==> config.mk <==
export PLATFORM = sky130hd
export DESIGN_NAME = twns_queue
export DESIGN_NICKNAME = d
export VERILOG_FILES = /design/src/hw/rtl/twns_pkg.sv /design/src/hw/rtl/twns_queue.sv
export SDC_FILE = /design/constraint.sdc
export NUM_CORES = 1
export LEC_CHECK = 0
export BUFFER_PORTS_ARGS = -buffer_cell sky130_fd_sc_hd__buf_4
export CORE_MARGIN = 3
export CORE_UTILIZATION = 30
export DETAILED_ROUTE_END_ITERATION = 10
export GPL_TIMING_DRIVEN = 0
export SYNTH_ARGS = -nofsm -noshare
export SYNTH_HDL_FRONTEND = slang
export SYNTH_SLANG_ARGS = --single-unit
==> constraint.sdc <==
create_clock -name clk -period 2.8 [get_ports clk]
set_clock_uncertainty 0.15 [all_clocks]
set_input_delay 0.56 -clock clk [delete_from_list [all_inputs] [get_ports clk]]
set_output_delay 0.56 -clock clk [all_outputs]
set_load 0.02 [all_outputs]
==> src/hw/rtl/twns_pkg.sv <==
// Shared constants, types and codes of the wrap and nearest-texel sampler
package twns_pkg;

	// Block sizing
	localparam int MAX_SIDE     = 64;
	localparam int MAX_TEXELS   = 4096;
	localparam int CHANNEL_BITS = 16;

	// Field widths
	localparam int COORD_W   = 24;
	localparam int COEF_W    = 16;
	localparam int ROW_W     = 3 * COEF_W;
	localparam int SIZE_W    = 7;
	localparam int IDX_W     = 6;
	localparam int ADDR_W    = 12;
	localparam int TEXEL_W   = 3 * CHANNEL_BITS;
	localparam int CFG_IDX_W = 3;

	// Arithmetic widths
	localparam int FRAC_BITS = 16;
	localparam int COEF_FRAC = 12;
	localparam int PROD_W    = COEF_W + COORD_W;
	localparam int ACC_W     = PROD_W + 2;
	localparam int SHIFT_W   = ACC_W - COEF_FRAC;
	localparam int WRAP_W    = FRAC_BITS + 1;
	localparam int SCALE_W   = WRAP_W + SIZE_W;
	localparam int LIN_W     = IDX_W + SIZE_W;

	// Queue and result buffer sizing
	localparam int QUEUE_DEPTH = 4;
	localparam int QUEUE_PTR_W = 2;
	localparam int QUEUE_CNT_W = 3;
	localparam int OUT_DEPTH   = 4;
	localparam int OUT_PTR_W   = 2;
	localparam int OUT_CNT_W   = 3;
	localparam int PEND_W      = 5;

	// Constant values
	localparam logic [WRAP_W-1:0]  WRAP_ONE    = {1'b1, {FRAC_BITS{1'b0}}};
	localparam logic [SIZE_W-1:0]  SIZE_ONE    = 7'd1;
	localparam logic [SIZE_W-1:0]  SIZE_MAX    = 7'(MAX_SIDE);
	localparam logic [ROW_W-1:0]   ROW_U_RESET = 48'h0000_0000_1000;
	localparam logic [ROW_W-1:0]   ROW_V_RESET = 48'h0000_1000_0000;
	localparam logic [COORD_W-1:0] COORD_MAX   = {1'b0, {(COORD_W-1){1'b1}}};
	localparam logic [COORD_W-1:0] COORD_MIN   = {1'b1, {(COORD_W-1){1'b0}}};

	// Configuration register indexes
	typedef enum logic [CFG_IDX_W-1:0] {
		CFG_ROW_U  = 3'd0,
		CFG_ROW_V  = 3'd1,
		CFG_WRAP   = 3'd2,
		CFG_WIDTH  = 3'd3,
		CFG_HEIGHT = 3'd4
	} cfg_reg_t;

	// Wrap modes; the unused code behaves as repeat
	typedef enum logic [1:0] {
		WRAP_REPEAT = 2'd0,
		WRAP_CLAMP  = 2'd1,
		WRAP_MIRROR = 2'd2
	} wrap_mode_t;

	// Configuration as seen by the front end, sizes already limited
	typedef struct packed {
		logic [ROW_W-1:0]  row_u;
		logic [ROW_W-1:0]  row_v;
		logic [1:0]        wrap;
		logic [SIZE_W-1:0] width;
		logic [SIZE_W-1:0] height;
	} cfg_t;

	// One classified item on its way to the store
	typedef struct packed {
		logic               wr;
		logic [ADDR_W-1:0]  addr;
		logic [TEXEL_W-1:0] texel;
		logic [IDX_W-1:0]   col;
		logic [IDX_W-1:0]   row;
	} job_t;

	// One result item
	typedef struct packed {
		logic [IDX_W-1:0]   col;
		logic [IDX_W-1:0]   row;
		logic [TEXEL_W-1:0] texel;
	} result_t;

endpackage

==> src/hw/rtl/twns_queue.sv <==
// Short queue of classified items between front and back end
module twns_queue (
	input  logic           clk,
	input  logic           arst_n,
	input  logic           push_valid,
	output logic           push_ready,
	input  twns_pkg::job_t push_job,
	output logic           pop_valid,
	input  logic           pop_ready,
	output twns_pkg::job_t pop_job
);

	twns_pkg::job_t                   entry_q [twns_pkg::QUEUE_DEPTH];
	logic [twns_pkg::QUEUE_PTR_W-1:0] wr_ptr_q, rd_ptr_q;
	logic [twns_pkg::QUEUE_CNT_W-1:0] cnt_q;
	logic                             push, pop;

	assign push_ready = (cnt_q != twns_pkg::QUEUE_CNT_W'(twns_pkg::QUEUE_DEPTH));
	assign pop_valid  = (cnt_q != '0);
	assign push       = push_valid && push_ready;
	assign pop        = pop_valid && pop_ready;
	assign pop_job    = entry_q[rd_ptr_q];

	// Pointers and fill level
	always_ff @(posedge clk or negedge arst_n) begin
		if (!arst_n) begin
			wr_ptr_q <= '0;
			rd_ptr_q <= '0;
			cnt_q    <= '0;
		end else begin
			if (push) begin
				wr_ptr_q <= wr_ptr_q + 1'b1;
			end
			if (pop) begin
				rd_ptr_q <= rd_ptr_q + 1'b1;
			end
			if (push && !pop) begin
				cnt_q <= cnt_q + 1'b1;
			end else if (pop && !push) begin
				cnt_q <= cnt_q - 1'b1;
			end
		end
	end

	// Entry storage
	always_ff @(posedge clk) begin
		if (push) begin
			entry_q[wr_ptr_q] <= push_job;
		end
	end

endmodule

* Word-level counts from Yosys, hierarchy flattened
Memory sizes are Yosys's and may differ from the RTL's.
Index checks and enable logic that the tools add are counted.
** Storage, ports and cells
- Register bits :: 7
- RAM bits :: 292
- Input port bits :: 77
- Output and inout bits :: 75
- Memories :: 1
** Cells by class
- Add/sub/neg operators :: 4
- Eq/ne operators :: 1
- Muxes and demuxes :: 4
- Reduce and logical (&&, ||, !) cells :: 8
** Memories
- entry_q :: words 4, bits a word 73, rd ports 1, clocked after Yosys merged registers in 0, wr ports 1, RTL line twns_queue.sv:13 : twns_pkg::job_t entry_q [twns_pkg::QUEUE_DEPTH];
** Operator list (count)
- $mux 3 :: 2
- $add 2x1->2 const B :: 2
- $logic_and 1x1->1 :: 4
- $add 3x1->3 const B :: 1
- $ne 3x3->1 const B :: 1
- $reduce_bool 3->1 :: 1
- $sub 3x1->3 const B :: 1
- $logic_not 1->1 :: 2
- $mux 1 :: 2
- $reduce_bool 2->1 :: 1

* Logic depth before layout (Yosys ltp)
- Depth after elaboration :: 6
- Mapped depth :: 8
- Gate-level depth less buffers :: 8

* Least setup slack after synthesis
No wires, ideal clock.
- Kind :: input to register
- From :: input port push_valid
- To :: memory entry_q[0][0] in the netlist's numbering (enable)
- Arrival :: 2.573 ns
- Data required time :: 2.211 ns
- Setup slack :: -0.362 ns
- Cell stages on the path :: 2
- Path buffers :: 0
- Cells stage by stage :: a21boi_2 -> and2_1
** Between the ends
- Word-level cells in the longest chain between the ends :: 3
** RTL lines
- start: declaration :: RTL line twns_queue.sv:5 : input logic push_valid,
- $logic_and 1x1->1 :: RTL line twns_queue.sv:20 : assign push = push_valid && push_ready;
- $mux 1 :: RTL line twns_queue.sv:47 : if (push) begin
- $mux 1 (not written as such) :: RTL line twns_queue.sv:48 : entry_q[wr_ptr_q] <= push_job;
- end: declaration :: RTL line twns_queue.sv:13
Every way passes these cells.

==> metrics.txt <==
Hold Slack=108 ps; Post-synth EDFFs=292; CP peak stage delay=530 ps; All-Layer GR Usage=0.114; top cells by area, synth=edfxtp_1 80%, mux4_2 15%, dfrtp_1 1.6%; Sw Ratio=0.302; count leader, synth=edfxtp_1; vias in the first global route=5595; Via density=4.52; power share of the sequential group=0.388; number of nets in the layout=691; CP arrival=2000 ps; Worst setup EP type=output port; Yosys top cell by area=edfxtp_1; CTS sink count=299; routed wire length=22000 um; Detailed Route Iter0 Violations=163; Clock power frac=0.275; WL/cell=20.1 um; Syn-to-layout area delta=27.6%; TritonCTS buffer count=34; CP bufs+invs=3; XOR/XNOR Fraction of Synth Area=0.00480; Worst Setup Start Kind=flip-flop; Mapped Area=10900 um2; Worst Hold Class=primary input to flip-flop; worst-margin pin slew=677 ps; GR Overflow Total=0; Post-Syn Nets=499; internal power=11.0 mW; Placer Congestion=0.697; mean area per synthesized cell=26.3 um2; largest fanout on the critical path=10; final number of setup-violating endpoints=0; max_slew headroom=0.549; # diodes=0; mux contribution to synthesized area=0.152; fill count=3218; Max Root-Sink Buffers=3; main flop type after synthesis=edfxtp_1; count of different cell masters after synthesis=19; CTS tree=done; Synth Area in Simple Gates=0.00469; full die area=38800 um2; Top Family by Delay on Critical Path=buffers and inverters; Die X=197 um; top-area cell type share of the netlist area=0.801; reg-to-reg slack, setup=440 ps; synthesized flop and latch total=299; Data required, critical path=2090 ps; max-slew violations=0; row cnt=69; Setup Buffers After CTS=0; Final Util=0.390; CTS root buf=clkbuf_16; Area after DPL=12800 um2; first-pass GRT wire length=33700 um; Initial Util=0.306; Comb pwr share=0.337; remaining antenna violation count=0; post-route cell area=14000 um2; Syn. warnings=0; post-synthesis sequential area ratio=0.817; unrepaired setup endpoints after global routing=yes; antenna violations before repair=0; IO Pins=152; Worst-path clk slew=70 ps; core box area=35700 um2; layout cells sized above 1=0.481; Port-buffer cells=151; CP cell instances=buf_12, buf_8, mux4_2, buf_4; Hold Fails Final Rpt=0; Commonest cells post-synth=292 x edfxtp_1, 73 x mux4_2, 7 x buf_2, 7 x dfrtp_1, 6 x buf_6; DR vias=4952; fmax=369 MHz; Worst-Skew Late Latency=490 ps; Power Total=15.8 mW; Die Y=197 um; hpwl dp=13700 um; Async SR Flop Fraction=0.0234; fin crit period=2710 ps; Power Dens Cells=1130 nW/um2; post-synthesis adder-cell area fraction=0.00755; largest net degree at the start of global routing=38; critical path type=flip-flop to output port; peak supply drop=0.525 mV; post-synthesis compound-gate area fraction=0.00103; largest family of logic cells by synthesized area=multiplexers; DR DRC count=0; slowest CP cell=mux4_2; Pre-antenna DRT Iters=4; outcome=finished, final reports clean; max-cap violation count=0; sw power=4.78 mW; Max H-tree Level=2; static leakage=4.76 nW; Post-Synthesis Cells=416; Tcrit/Tclk final=0.968
## final cells by class
cell class                 count  area (um2)  share of cell area
clock buffer                  45         986              0.0706
sequential                   299        8940               0.641
inverter                       3        11.3            0.000807
tap                          461         577              0.0413
buffer                        16         161              0.0116
clock inverter                17         148              0.0106
multi-input combinational     98        1870               0.134
timing repair buffer         156        1250              0.0898
## per-stage QoR
step	setup WS (ps)	TNS [ps]	std cells
CTS	13.5	0	1095
floorplan	432	0	416
global route	-20.2	-205	1095
detailed placement	268	0	1032
global placement	-412	-117410	1028
finish	89.4	0	1095
## cells in the final DEF, fill, tap and decap left out, drive strengths merged
cell type | Yosys | final
a21boi | 1 | 1
and2 | 4 | 4
buf | 15 | 170
bufinv | 0 | 2
clkbuf | 1 | 46
clkinv | 0 | 12
clkinvlp | 0 | 1
dfrtp | 7 | 7
dlygate4sd3 | 0 | 1
edfxtp | 292 | 292
fa | 1 | 1
ha | 5 | 5
inv | 3 | 5
mux2 | 2 | 2
mux4 | 73 | 73
nand2 | 2 | 2
nand3 | 1 | 1
nor2 | 2 | 2
or3 | 1 | 1
xnor2 | 4 | 4
xor2 | 2 | 2
## per-layer routing
layer,vias up,global-route usage,routed length [um],part of all wire
met5,-,0,0,0
met4,0,0.0322,423,0.019
met3,34,0.0320,1290,0.059
met1,2613,0.145,8970,0.41
li1,2174,-,-,-
met2,131,0.192,11300,0.51
## repair_timing
action | in CTS | in global routing
endpoints found under the setup margin | 69 | 26
gates resized for setup | 12 | 1
endpoints found under the hold margin | 7 | 0
hold buffers | 1 | 0
## power groups by stage
stage | logic [mW] | clock network [mW] | registers, mW
2_1_floorplan | 3.28 | 0 | 6.16
3_3_place_gp | 5.21 | 0 | 6.22
5_1_grt | 5.73 | 4.72 | 6.21
6_report | 5.33 | 4.35 | 6.14
3_5_place_dp | 5.43 | 0 | 6.24
4_1_cts | 5.52 | 4.52 | 6.15
## logic make-up (layout without fill, tap and decap cells)
kind of cell / after synthesis / count (layout)
mux: 75 / 75
simple gates: 10 / 10
fa+ha+maj: 6 / 6
compound gates: 1 / 1
xor+xnor: 6 / 6
buf+inv: 19 / 237
flops: 299 / 299
## flip-flops by register name, summed over array words and instances (netlist names)
| name | flops |
|---|---|
| wr_ptr_q | 2 |
| cnt_q | 3 |
| entry_q | 292 |
| rd_ptr_q | 2 |
## worst paths after layout
kind	startpoint	depth (start not counted)	to
hold / removal	push_job[41]	1	entry_q[2][41]
setup reg to reg	cnt_q[0]	4	entry_q[3][28]
hold reg to reg	cnt_q[2]	1	cnt_q[2]
min in group asynchronous	arst_n	2	cnt_q[0]
setup / recovery	rd_ptr_q[0]	4	pop_job[24]
max in group asynchronous	arst_n	2	rd_ptr_q[0]
Note: power is estimated with default switching activity, not from simulation.
