==> config.mk <==
export PLATFORM = sky130hd
export DESIGN_NAME = twns_cfg
export DESIGN_NICKNAME = d
export VERILOG_FILES = /design/src/hw/rtl/twns_pkg.sv /design/src/hw/rtl/twns_cfg.sv
export SDC_FILE = /design/constraint.sdc
export NUM_CORES = 1
export LEC_CHECK = 0
export BUFFER_PORTS_ARGS = -buffer_cell sky130_fd_sc_hd__buf_4
export CAP_MARGIN = 20
export CORE_UTILIZATION = 45
export CTS_CLUSTER_DIAMETER = 80
export CTS_CLUSTER_SIZE = 12
export DETAILED_ROUTE_END_ITERATION = 10
export GPL_TIMING_DRIVEN = 1
export PLACE_DENSITY = 0.83
export SETUP_SLACK_MARGIN = 0.02
export SYNTH_ARGS = -nofsm -noshare
export SYNTH_HDL_FRONTEND = slang
export SYNTH_SLANG_ARGS = --single-unit
==> constraint.sdc <==
create_clock -name clk -period 1.41 [get_ports clk]
set_input_delay 0.282 -clock clk [delete_from_list [all_inputs] [get_ports clk]]
set_output_delay 0.282 -clock clk [all_outputs]
set_load 0.02 [all_outputs]
==> src/hw/rtl/twns_pkg.sv <==
// Shared constants, types and codes of the wrap and nearest-texel sampler
package twns_pkg;

	// Block sizing
	localparam int MAX_SIDE     = 64;
	localparam int MAX_TEXELS   = 4096;
	localparam int CHANNEL_BITS = 16;

	// Field widths
	localparam int COORD_W   = 24;
	localparam int COEF_W    = 16;
	localparam int ROW_W     = 3 * COEF_W;
	localparam int SIZE_W    = 7;
	localparam int IDX_W     = 6;
	localparam int ADDR_W    = 12;
	localparam int TEXEL_W   = 3 * CHANNEL_BITS;
	localparam int CFG_IDX_W = 3;

	// Arithmetic widths
	localparam int FRAC_BITS = 16;
	localparam int COEF_FRAC = 12;
	localparam int PROD_W    = COEF_W + COORD_W;
	localparam int ACC_W     = PROD_W + 2;
	localparam int SHIFT_W   = ACC_W - COEF_FRAC;
	localparam int WRAP_W    = FRAC_BITS + 1;
	localparam int SCALE_W   = WRAP_W + SIZE_W;
	localparam int LIN_W     = IDX_W + SIZE_W;

	// Queue and result buffer sizing
	localparam int QUEUE_DEPTH = 4;
	localparam int QUEUE_PTR_W = 2;
	localparam int QUEUE_CNT_W = 3;
	localparam int OUT_DEPTH   = 4;
	localparam int OUT_PTR_W   = 2;
	localparam int OUT_CNT_W   = 3;
	localparam int PEND_W      = 5;

	// Constant values
	localparam logic [WRAP_W-1:0]  WRAP_ONE    = {1'b1, {FRAC_BITS{1'b0}}};
	localparam logic [SIZE_W-1:0]  SIZE_ONE    = 7'd1;
	localparam logic [SIZE_W-1:0]  SIZE_MAX    = 7'(MAX_SIDE);
	localparam logic [ROW_W-1:0]   ROW_U_RESET = 48'h0000_0000_1000;
	localparam logic [ROW_W-1:0]   ROW_V_RESET = 48'h0000_1000_0000;
	localparam logic [COORD_W-1:0] COORD_MAX   = {1'b0, {(COORD_W-1){1'b1}}};
	localparam logic [COORD_W-1:0] COORD_MIN   = {1'b1, {(COORD_W-1){1'b0}}};

	// Configuration register indexes
	typedef enum logic [CFG_IDX_W-1:0] {
		CFG_ROW_U  = 3'd0,
		CFG_ROW_V  = 3'd1,
		CFG_WRAP   = 3'd2,
		CFG_WIDTH  = 3'd3,
		CFG_HEIGHT = 3'd4
	} cfg_reg_t;

	// Wrap modes; the unused code behaves as repeat
	typedef enum logic [1:0] {
		WRAP_REPEAT = 2'd0,
		WRAP_CLAMP  = 2'd1,
		WRAP_MIRROR = 2'd2
	} wrap_mode_t;

	// Configuration as seen by the front end, sizes already limited
	typedef struct packed {
		logic [ROW_W-1:0]  row_u;
		logic [ROW_W-1:0]  row_v;
		logic [1:0]        wrap;
		logic [SIZE_W-1:0] width;
		logic [SIZE_W-1:0] height;
	} cfg_t;

	// One classified item on its way to the store
	typedef struct packed {
		logic               wr;
		logic [ADDR_W-1:0]  addr;
		logic [TEXEL_W-1:0] texel;
		logic [IDX_W-1:0]   col;
		logic [IDX_W-1:0]   row;
	} job_t;

	// One result item
	typedef struct packed {
		logic [IDX_W-1:0]   col;
		logic [IDX_W-1:0]   row;
		logic [TEXEL_W-1:0] texel;
	} result_t;

endpackage

==> src/hw/rtl/twns_cfg.sv <==
// Configuration registers and size limiting
module twns_cfg (
	input  logic                             clk,
	input  logic                             arst_n,
	input  logic                             cfg_valid,
	output logic                             cfg_ready,
	input  logic [twns_pkg::CFG_IDX_W-1:0]   cfg_index,
	input  logic [twns_pkg::ROW_W-1:0]       cfg_data,
	output twns_pkg::cfg_t                   cfg
);

	logic [twns_pkg::ROW_W-1:0]  row_u_q;
	logic [twns_pkg::ROW_W-1:0]  row_v_q;
	logic [1:0]                  wrap_q;
	logic [twns_pkg::SIZE_W-1:0] width_q;
	logic [twns_pkg::SIZE_W-1:0] height_q;

	// Writes are always accepted
	assign cfg_ready = 1'b1;

	// Register file
	always_ff @(posedge clk or negedge arst_n) begin
		if (!arst_n) begin
			row_u_q  <= twns_pkg::ROW_U_RESET;
			row_v_q  <= twns_pkg::ROW_V_RESET;
			wrap_q   <= twns_pkg::WRAP_REPEAT;
			width_q  <= twns_pkg::SIZE_MAX;
			height_q <= twns_pkg::SIZE_MAX;
		end else if (cfg_valid) begin
			unique case (cfg_index)
				twns_pkg::CFG_ROW_U:  row_u_q  <= cfg_data;
				twns_pkg::CFG_ROW_V:  row_v_q  <= cfg_data;
				twns_pkg::CFG_WRAP:   wrap_q   <= cfg_data[1:0];
				twns_pkg::CFG_WIDTH:  width_q  <= cfg_data[twns_pkg::SIZE_W-1:0];
				twns_pkg::CFG_HEIGHT: height_q <= cfg_data[twns_pkg::SIZE_W-1:0];
				default: ;
			endcase
		end
	end

	// Zero acts as one, oversize acts as the largest side
	always_comb begin
		cfg.row_u = row_u_q;
		cfg.row_v = row_v_q;
		cfg.wrap  = wrap_q;
		if (width_q == '0) begin
			cfg.width = twns_pkg::SIZE_ONE;
		end else if (width_q > twns_pkg::SIZE_MAX) begin
			cfg.width = twns_pkg::SIZE_MAX;
		end else begin
			cfg.width = width_q;
		end
		if (height_q == '0) begin
			cfg.height = twns_pkg::SIZE_ONE;
		end else if (height_q > twns_pkg::SIZE_MAX) begin
			cfg.height = twns_pkg::SIZE_MAX;
		end else begin
			cfg.height = height_q;
		end
	end

endmodule

# Word level (Yosys, flattened, before mapping)
# Cells that the tools add are included.
# totals
ff_bits	112
word_cells	23
# classes
n_lt_le_gt_ge	2
n_eq_ne	4
muxes	4
n_reduce_logical	8
# ops
operator	n
two-way mux 7 bit	4
> comparator 7 bit (second input constant)	2
zero test 7 bit	2
AND reduction 2 bit	5
== test 3 x 2 -> 1 bit (second input constant)	2
== test 3 x 1 -> 1 bit (second input constant)	1
== test 3 bit (second input constant)	1
zero test 3 bit	1

# Logic depth before layout (Yosys ltp)
# Gate-level depths: netlist of run 1.
# logic_depth
word_depth	3
ltp_mapped	4

# Worst setup path after synthesis of run 1
# Ideal clock, no wire load.
# synth_timing
path_kind	register to output
from	reg height_q[1] (netlist bit)
to	out cfg[0] (netlist bit)
arrival_time_ps	1447
required_time_ps	1128
slack_ps	-319
path_stages_with_launch	3
n_path_buf	0
cell_sequence	dfrtp_1 or3_1 o41ai_1
# synth_rtl
item	line_no	source
from (decl)	twns_cfg.sv:16	logic [twns_pkg::SIZE_W-1:0] height_q;
from (signal assigned)	twns_cfg.sv:28	height_q <= twns_pkg::SIZE_MAX;
from (signal assigned)	twns_cfg.sv:35	twns_pkg::CFG_HEIGHT: height_q <= cfg_data[twns_pkg::SIZE_W-1:0];
to (decl)	twns_cfg.sv:9	output twns_pkg::cfg_t cfg

==> summary.txt, run 1 <==
Drt
  – Vias: 2862
  – Vias per cell: 4.95
  – Post-route DRC: 0
  – Post-Route WL: 9750 um
  – Iter 0 DRT Violations: 40
  – Per-cell routed wire length: 16.9 um
  – Post-route ant nets: 0
  – Initial DRT Pass Iterations: 4

Layout
  – Synth-to-Final Area Change: 41.8%
  – Fillers: 685
  – Final core occ: 66.4%
  – Most frequent cells in the layout: 171 x buf_4, 108 x dfrtp_1, 72 x mux2_2, 40 x mux2_1, 11 x buf_6
  – Final net count: 498
  – Commonest non-fill, non-tap cell in the layout: buf_4
  – Reg area: 0.00281 mm^2
  – Share of layout cells above drive strength 1: 64.6%
  – N_diodes: 0
  – Multi-input logic area: 0.00152 mm^2
  – Design area: 0.00616 mm^2

Global routing
  – Overflow after GRT: 0
  – Initial antenna violation count: 0
  – GRT Overall Usage: 19.9%
  – Largest net degree at the start of global routing: 66
  – Vias in the first global route: 3061
  – First-pass GRT wire length: 15300 um

Timing
  – Final Hold Violating Endpoints: 0
  – FMAX: 540 MHz
  – Sum Neg Setup Slack: -2810 ps
  – Slew Limit Fails: 0
  – Setup-failing EPs final: 14
  – Fin crit period: 1850 ps
  – Clk_skew: 0 ps
  – Final period utilization: 131%
  – Worst setup margin: -443 ps
  – RSZ-0062 raised after global routing: true

Pwr
  – Sw Share: 33.6%
  – Clock power frac: 18.4%
  – Comb power frac: 35.7%
  – VDD IR-drop max: 0.780 mV
  – Sw power: 3.18 mW
  – Sequential Power Share: 45.9%
  – Power Density: 1540 mW/mm^2
  – Leakage: 2.92 nW
  – Internal power: 6.30 mW

Placement
  – Dpl ws: -155 ps
  – DP Area: 0.00584 mm^2
  – Routability congestion estimate from global placement: 0.784
  – PortBufs: 165
  – Dpl hpwl: 6980 um

Die
  – Num rows: 35
  – Die height: 100 um
  – Core area: 0.00928 mm^2
  – Initial Util: 46.8%
  – Die area: 0.0101 mm^2
  – Die width: 100 um
  – IO Pins: 167

CTS
  – Clock transition at path regs: 110 ps
  – CTS max path bufs: 2
  – CTS tree: done
  – H-tree depth: 3
  – Root buf cell: clkbuf_8
  – Later-pin clock latency in the skew report: 360 ps
  – Clk sinks: 112
  – Clock buffer count from CTS: 9

Yosys
  – Mapped Area: 0.00434 mm^2
  – Yosys reg bits: 112
  – Synth top area cells: dfrtp_1 62%, mux2_2 19%, mux2_1 10%, dfstp_2 2.4%, nor2b_1 1.4%
  – Syn Inst Count: 260
  – Synth Area per Inst: 16.7 um^2
  – Leading area contributor after synthesis: dfrtp_1
  – Synth Net Count: 314
  – Synth warn: 0
  – Library cells used by synthesis: 19
  – Area share of the largest cell type after synthesis: 62.2%
  – Sequential share of the synthesized area: 64.6%

Setup path
  – Kind of critical path: flop to output port
  – Crit Path Max Fanout: 2
  – CP startpoint kind: flop
  – Crit path required time: 1130 ps
  – Endpoint class of the critical path: output port
  – CP Data Arrival Time: 1570 ps

Hold path
  – Hold WC Path Type: input pin to flop

Run status
  – Failing checks: negative setup slack
  – Status: finished, violations left

Job
  – Max cap viols: 0
-- metrics by stage --
| step | total power, mW | cells | hold slack [ps] |
|---|---|---|---|
| floorplan | 6.00 | 260 | -13.6 |
| global placement | 7.51 | 554 | 292 |
| detailed placement | 7.64 | 554 | 295 |
| CTS | 9.43 | 574 | 117 |
| global route | 9.97 | 578 | 110 |
| finish | 9.48 | 578 | 136 |
-- sequential cells by signal, summed over array words and instances, names as in the netlist --
| signal | cells |
|---|---|
| height_q | 7 |
| row_u_q | 48 |
| row_v_q | 48 |
| wrap_q | 2 |
| width_q | 7 |
-- worst max-delay path: stages, from the launching register on --
cell and delay, ps:
dfrtp_1 390, or3_4 410, o41ai_4 220, buf_4 190
-- cells by family after synthesis --
family	share of synthesized area (%)
multiplexers	29.0
AND/OR/NAND/NOR	3.37
buffers and inverters	2.48
flip-flops	64.6
other	0.0863
AO/OA/AOI/OAI	0.403
-- Yosys cell counts, drive strengths merged --
library cell and count:
mux2 112, dfrtp 108, buf 12, nor2b 10, dfstp 4, and4bb 2, clkbuf 2, nand2b 2
o41ai 2, or3 2, conb 1, nand4b 1, nor4b 1, nor4bb 1
-- worst paths after layout --
check / start / end / slack (ps) / cells past startpoint
min reg2reg: row_v_q[25] / row_v_q[25] / 500 / 1
max reg2reg: width_q[1] / width_q[1] / 300 / 4
max: height_q[1] / cfg[0] / -440 / 3
min in group asynchronous: arst_n / row_v_q[16] / 440 / 3
max in group asynchronous: arst_n / row_v_q[28] / 610 / 3
min: cfg_data[25] / row_v_q[25] / 140 / 2
-- layout make-up --
class / instances / share of cell area (%)
clock buffers: 9 / 2.01
clock inverters: 7 / 0.853
multi-input cells: 134 / 24.6
flip-flops and latches: 112 / 45.6
well taps: 129 / 2.62
repair buffers: 187 / 24.3
-- power by group through the flow --
stage / logic, mW / registers [mW] / clock network, mW
floorplan: 0.856 / 5.14 / 0
global placement: 3.13 / 4.38 / 0
detailed placement: 3.21 / 4.42 / 0
CTS: 3.27 / 4.35 / 1.81
global route: 3.57 / 4.45 / 1.95
finish: 3.38 / 4.35 / 1.74
-- repair_timing --
action,in CTS,in global routing
buffers inserted,3,4
hold buffers,1,0
endpoints found under the hold margin,108,0
setup endpoints to repair,14,14
pin swaps,0,0
resized for setup,3,19
-- per-layer routing --
metal | part of all wire [%] | routed length (um) | vias to the layer above | GRT usage [%]
met1 | 42 | 4060 | 1428 | 24.4
met4 | 3.2 | 311 | 0 | 9.70
met3 | 6.7 | 650 | 26 | 4.81
met5 | 0 | 0 | - | 0
li1 | - | - | 1282 | -
met2 | 48 | 4720 | 126 | 33.0
Note: power is estimated with default switching activity, not from simulation.
==> inputs of run 2 (changes only) <==
--- a/config.mk
+++ b/config.mk
@@ -5,7 +5,7 @@
 export SDC_FILE = /design/constraint.sdc
 export NUM_CORES = 1
 export LEC_CHECK = 0
-export BUFFER_PORTS_ARGS = -buffer_cell sky130_fd_sc_hd__buf_4
+export BUFFER_PORTS_ARGS = -buffer_cell sky130_fd_sc_hd__buf_2
 export CAP_MARGIN = 20
 export CORE_UTILIZATION = 45
 export CTS_CLUSTER_DIAMETER = 80
==> summary.txt, run 2 (synthesis results as in run 1) <==
Layout
  – N_diodes: 0
  – Reg area: 0.00281 mm^2
  – Most frequent cells in the layout: 153 x buf_2, 108 x dfrtp_1, 72 x mux2_2, 40 x mux2_1, 25 x buf_4
  – Top flop regs: row_u_q (48), row_v_q (48)
  – Commonest non-fill, non-tap cell in the layout: buf_2
  – Share of layout cells above drive strength 1: 64.3%
  – Multi-input logic area: 0.00150 mm^2
  – Final core occ: 62.9%
  – Fillers: 715
  – Final net count: 503
  – Synth-to-Final Area Change: 34.5%
  – Design area: 0.00584 mm^2

Setup path
  – CP startpoint kind: flop
  – Buf+Inv Stages, Crit Path: 1
  – Endpoint class of the critical path: output port
  – Worst r2r dst: width_q[6]
  – Critical path's top delay family: flip-flops
  – Crit-path cells: or3_4 -> o41ai_4 -> buf_4
  – CP Data Arrival Time: 1620 ps
  – Crit path required time: 1130 ps
  – CP max stage cell: dfrtp_1
  – R2R cell count: 2
  – Max incr delay on CP: 420 ps
  – Kind of critical path: flop to output port
  – Reg2reg setup slack: 490 ps
  – RR Startpoint: width_q[6]
  – Crit Path Max Fanout: 2

Drt
  – Per-cell routed wire length: 15.6 um
  – Post-route DRC: 0
  – Post-Route WL: 9080 um
  – Initial DRT Pass Iterations: 4
  – Vias per cell: 4.83
  – Vias: 2818
  – Post-route ant nets: 0
  – Iter 0 DRT Violations: 33

Die
  – Die area: 0.0101 mm^2
  – Num rows: 35
  – Die height: 100 um
  – IO Pins: 167
  – Initial Util: 46.8%
  – Die width: 100 um
  – Core area: 0.00928 mm^2

CTS
  – CTS tree: done
  – H-tree depth: 3
  – CTS max path bufs: 2
  – Clk sinks: 112
  – Root buf cell: clkbuf_8
  – Later-pin clock latency in the skew report: 350 ps
  – Clock buffer count from CTS: 9
  – Clock transition at path regs: 110 ps

Global routing
  – Overflow after GRT: 0
  – Vias in the first global route: 2888
  – Largest net degree at the start of global routing: 34
  – GRT Overall Usage: 18.5%
  – Initial antenna violation count: 0
  – First-pass GRT wire length: 14300 um

Timing
  – Final period utilization: 135%
  – Worst setup margin: -493 ps
  – Setup-failing EPs final: 14
  – FMAX: 526 MHz
  – Clk_skew: 0 ps
  – Slew Limit Fails: 0
  – Sum Neg Setup Slack: -2580 ps
  – Fin crit period: 1900 ps
  – RSZ-0062 raised after global routing: true
  – Final Hold Violating Endpoints: 0

Run status
  – Failing checks: negative setup slack
  – Status: finished, violations left

Placement
  – Dpl hpwl: 6570 um
  – DP Area: 0.00551 mm^2
  – Dpl ws: -126 ps
  – PortBufs: 165
  – Routability congestion estimate from global placement: 0.814

Job
  – Max cap viols: 0

Pwr
  – Leakage: 2.83 nW
  – VDD IR-drop max: 0.848 mV
  – Pwr Total: 9.18 mW
  – Power Density: 1570 mW/mm^2

Hold path
  – Hold path cells: 2
  – Hold path endpoint: row_v_q[30]
  – Hold WC Path Type: input pin to flop
  – Hold Startpoint: cfg_data[30]
-- run 2: stage by stage --
step / hold WS, ps / cells
6_report: 142 / 583
5_1_grt: 120 / 583
4_1_cts: 124 / 582
3_5_place_dp: 247 / 562
3_3_place_gp: 233 / 562
2_1_floorplan: -13.6 / 260
-- run 2: worst reg2reg max path, cell delays in order, from the launching register on --
cell and delay (ps):
dfstp_2 600, buf_6 130, mux2_2 140
-- run 2: how the worst max path moves through the flow --
stage                  endpoint  depth (start not counted)          from
floorplan                cfg[0]                          2   height_q[1]
global placement     row_u_q[9]                          4  cfg_index[1]
detailed placement  row_v_q[10]                          4  cfg_index[2]
CTS                      cfg[0]                          3   height_q[1]
global route             cfg[7]                          3    width_q[1]
finish                   cfg[7]                          3    width_q[1]
-- run 2: what timing repair did --
action | in CTS | in global routing
setup endpoints to repair | 14 | 15
hold buffers | 1 | 0
setup buffers | 3 | 1
resized for setup | 17 | 7
endpoints found under the hold margin | 21 | 0
-- run 2: area by class of cell --
| cell class | count | share of cell area [%] |
|---|---|---|
| Sequential cell | 112 | 48.1 |
| Multi-Input combinational cell | 134 | 25.7 |
| Timing Repair Buffer | 192 | 19.9 |
| Tap cell | 129 | 2.76 |
| Clock buffer | 9 | 2.12 |
| Clock inverter | 7 | 1.48 |
-- run 2: routing by layer --
metal / vias to the layer above / wire [um] / share of wire [%] / GRT usage [%]
met5: - / 0 / 0 / 0
met4: 0 / 153 / 1.7 / 6.24
met3: 15 / 603 / 6.6 / 4.60
met2: 108 / 4560 / 50 / 32.9
met1: 1394 / 3760 / 41 / 21.9
li1: 1301 / - / - / -
-- run 2: report_power, final --
group / total (mW) / switching [mW] / leakage (nW) / internal, mW
Clock: 1.96 / 1.10 / 0.104 / 0.860
Combinational: 2.90 / 1.63 / 1.39 / 1.27
Sequential: 4.31 / 0.379 / 1.34 / 3.93
Total: 9.18 / 3.12 / 2.83 / 6.06
==> inputs of run 3 (changes only) <==
--- a/config.mk
+++ b/config.mk
@@ -7,12 +7,12 @@
 export LEC_CHECK = 0
 export BUFFER_PORTS_ARGS = -buffer_cell sky130_fd_sc_hd__buf_2
 export CAP_MARGIN = 20
-export CORE_UTILIZATION = 45
+export CORE_UTILIZATION = 49
 export CTS_CLUSTER_DIAMETER = 80
 export CTS_CLUSTER_SIZE = 12
 export DETAILED_ROUTE_END_ITERATION = 10
 export GPL_TIMING_DRIVEN = 1
-export PLACE_DENSITY = 0.83
+export PLACE_DENSITY = 0.89
 export SETUP_SLACK_MARGIN = 0.02
 export SYNTH_ARGS = -nofsm -noshare
 export SYNTH_HDL_FRONTEND = slang
==> summary.txt, run 3 (synthesis results as in run 1) <==
CTS
  – CTS max path bufs: 2
  – Later-pin clock latency in the skew report: 340 ps
  – Root buf cell: clkbuf_8
  – Clock transition at path regs: 110 ps
  – CTS tree: done
  – Clock buffer count from CTS: 9
  – H-tree depth: 3
  – Clk sinks: 112

Global routing
  – Overflow after GRT: 0
  – Vias in the first global route: 2920
  – GRT Overall Usage: 21.0%
  – Initial antenna violation count: 0
  – Largest net degree at the start of global routing: 49
  – First-pass GRT wire length: 14600 um

Pwr
  – VDD IR-drop max: 0.816 mV
  – Power Density: 1570 mW/mm^2
  – Leakage: 2.83 nW
  – Pwr Total: 9.15 mW

Layout
  – Synth-to-Final Area Change: 34.2%
  – Design area: 0.00583 mm^2
  – Fillers: 587
  – Most frequent cells in the layout: 150 x buf_2, 108 x dfrtp_1, 72 x mux2_2, 40 x mux2_1, 16 x buf_4
  – Non-filler cells, final: 554
  – Multi-input logic area: 0.00155 mm^2
  – Commonest non-fill, non-tap cell in the layout: buf_2
  – Share of layout cells above drive strength 1: 65.3%
  – Reg area: 0.00281 mm^2
  – N_diodes: 0
  – Final net count: 498
  – Final core occ: 69.5%
  – Top flop regs: row_u_q (48), row_v_q (48)

Setup path
  – RR Startpoint: height_q[2]
  – CP startpoint kind: flop
  – CP Data Arrival Time: 1580 ps
  – Max incr delay on CP: 410 ps
  – Endpoint class of the critical path: output port
  – CP max stage cell: dfrtp_1
  – R2R cell count: 3
  – Crit path required time: 1130 ps
  – Crit-path cells: or3_4 -> o41ai_4 -> buf_4
  – Worst r2r dst: height_q[2]
  – Crit Path Max Fanout: 2
  – Kind of critical path: flop to output port
  – Reg2reg setup slack: 360 ps

Timing
  – FMAX: 536 MHz
  – Worst setup margin: -455 ps
  – Clk_skew: 0 ps
  – Final period utilization: 132%
  – Setup-failing EPs final: 13
  – Fin crit period: 1870 ps
  – Sum Neg Setup Slack: -2800 ps
  – RSZ-0062 raised after global routing: true
  – Worst hold slack: 148 ps
  – Final Hold Violating Endpoints: 0
  – Slew Limit Fails: 0

Die
  – Num rows: 33
  – IO Pins: 167
  – Core area: 0.00838 mm^2
  – Initial Util: 51.8%
  – Die area: 0.00925 mm^2
  – Die height: 96.2 um
  – Die width: 96.2 um

Job
  – Max cap viols: 0

Placement
  – DP Area: 0.00542 mm^2
  – PortBufs: 165
  – Routability congestion estimate from global placement: 0.784
  – DP Cell Count: 531
  – Dpl ws: -166 ps
  – Dpl hpwl: 6670 um

Drt
  – Post-route DRC: 0
  – Post-Route WL: 9460 um
  – Initial DRT Pass Iterations: 3
  – Vias per cell: 5.08
  – Post-route ant nets: 0
  – Iter 0 DRT Violations: 44
  – Vias: 2817
  – Per-cell routed wire length: 17.1 um

Hold path
  – Hold path cells: 2
  – Hold Startpoint: cfg_data[17]
  – Hold WC Path Type: input pin to flop
  – Hold path endpoint: row_v_q[17]

Run status
  – Status: finished, violations left
  – Failing checks: negative setup slack
run 3: changes by cell type in the layout (fill, tap and decap cells not counted), sizes merged:
cell      change
buf           -5
clkinvlp      +1
bufinv        -1
run 3: where the power goes:
group,switching [mW],internal [mW],leakage [nW]
clock,1.08,0.663,0.0879
combinational,1.70,1.38,1.40
sequential,0.397,3.93,1.34
total,3.17,5.98,2.83
run 3: how the worst max path moves through the flow:
stage	from	end	slack [ps]	cells past startpoint
after floorplan	height_q[1]	cfg[0]	20	2
after global placement	cfg_index[1]	row_u_q[8]	-140	4
after detailed placement	cfg_index[1]	row_u_q[21]	-170	4
after CTS	width_q[4]	cfg[7]	-420	3
after global routing	height_q[3]	cfg[0]	-520	3
final	height_q[3]	cfg[0]	-460	3
run 3: routing by layer:
| layer | vias up | global-route usage (%) | part of all wire, % |
|---|---|---|---|
| met5 | - | 0 | 0 |
| met4 | 0 | 7.34 | 0.76 |
| met3 | 7 | 5.45 | 7.6 |
| met2 | 100 | 37.8 | 53 |
| met1 | 1417 | 24.0 | 39 |
| li1 | 1293 | - | - |
run 3: layout make-up:
| cell class | count | area share, % |
|---|---|---|
| clock inverter | 7 | 0.923 |
| timing repair buffer | 187 | 20.0 |
| clock buffer | 9 | 2.13 |
| tap | 105 | 2.25 |
| multi-input combinational | 134 | 26.5 |
| sequential | 112 | 48.2 |
run 3: critical path: cells and delay by family (launching register included):
kind                   cells  cell delay, ps
AOI/OAI and AO/OA          1             230
buffers and inverters      1             190
DFF                        1             410
and+or+nand+nor            1             410
run 3: repair_timing:
action                                  CTS  global route
hold buffers                              1             0
endpoints found under the setup margin   14            14
setup buffers                             4             2
endpoints found under the hold margin    14             0
gates cloned                              0             0
pin swaps                                 1             0
gates resized for setup                  30            17
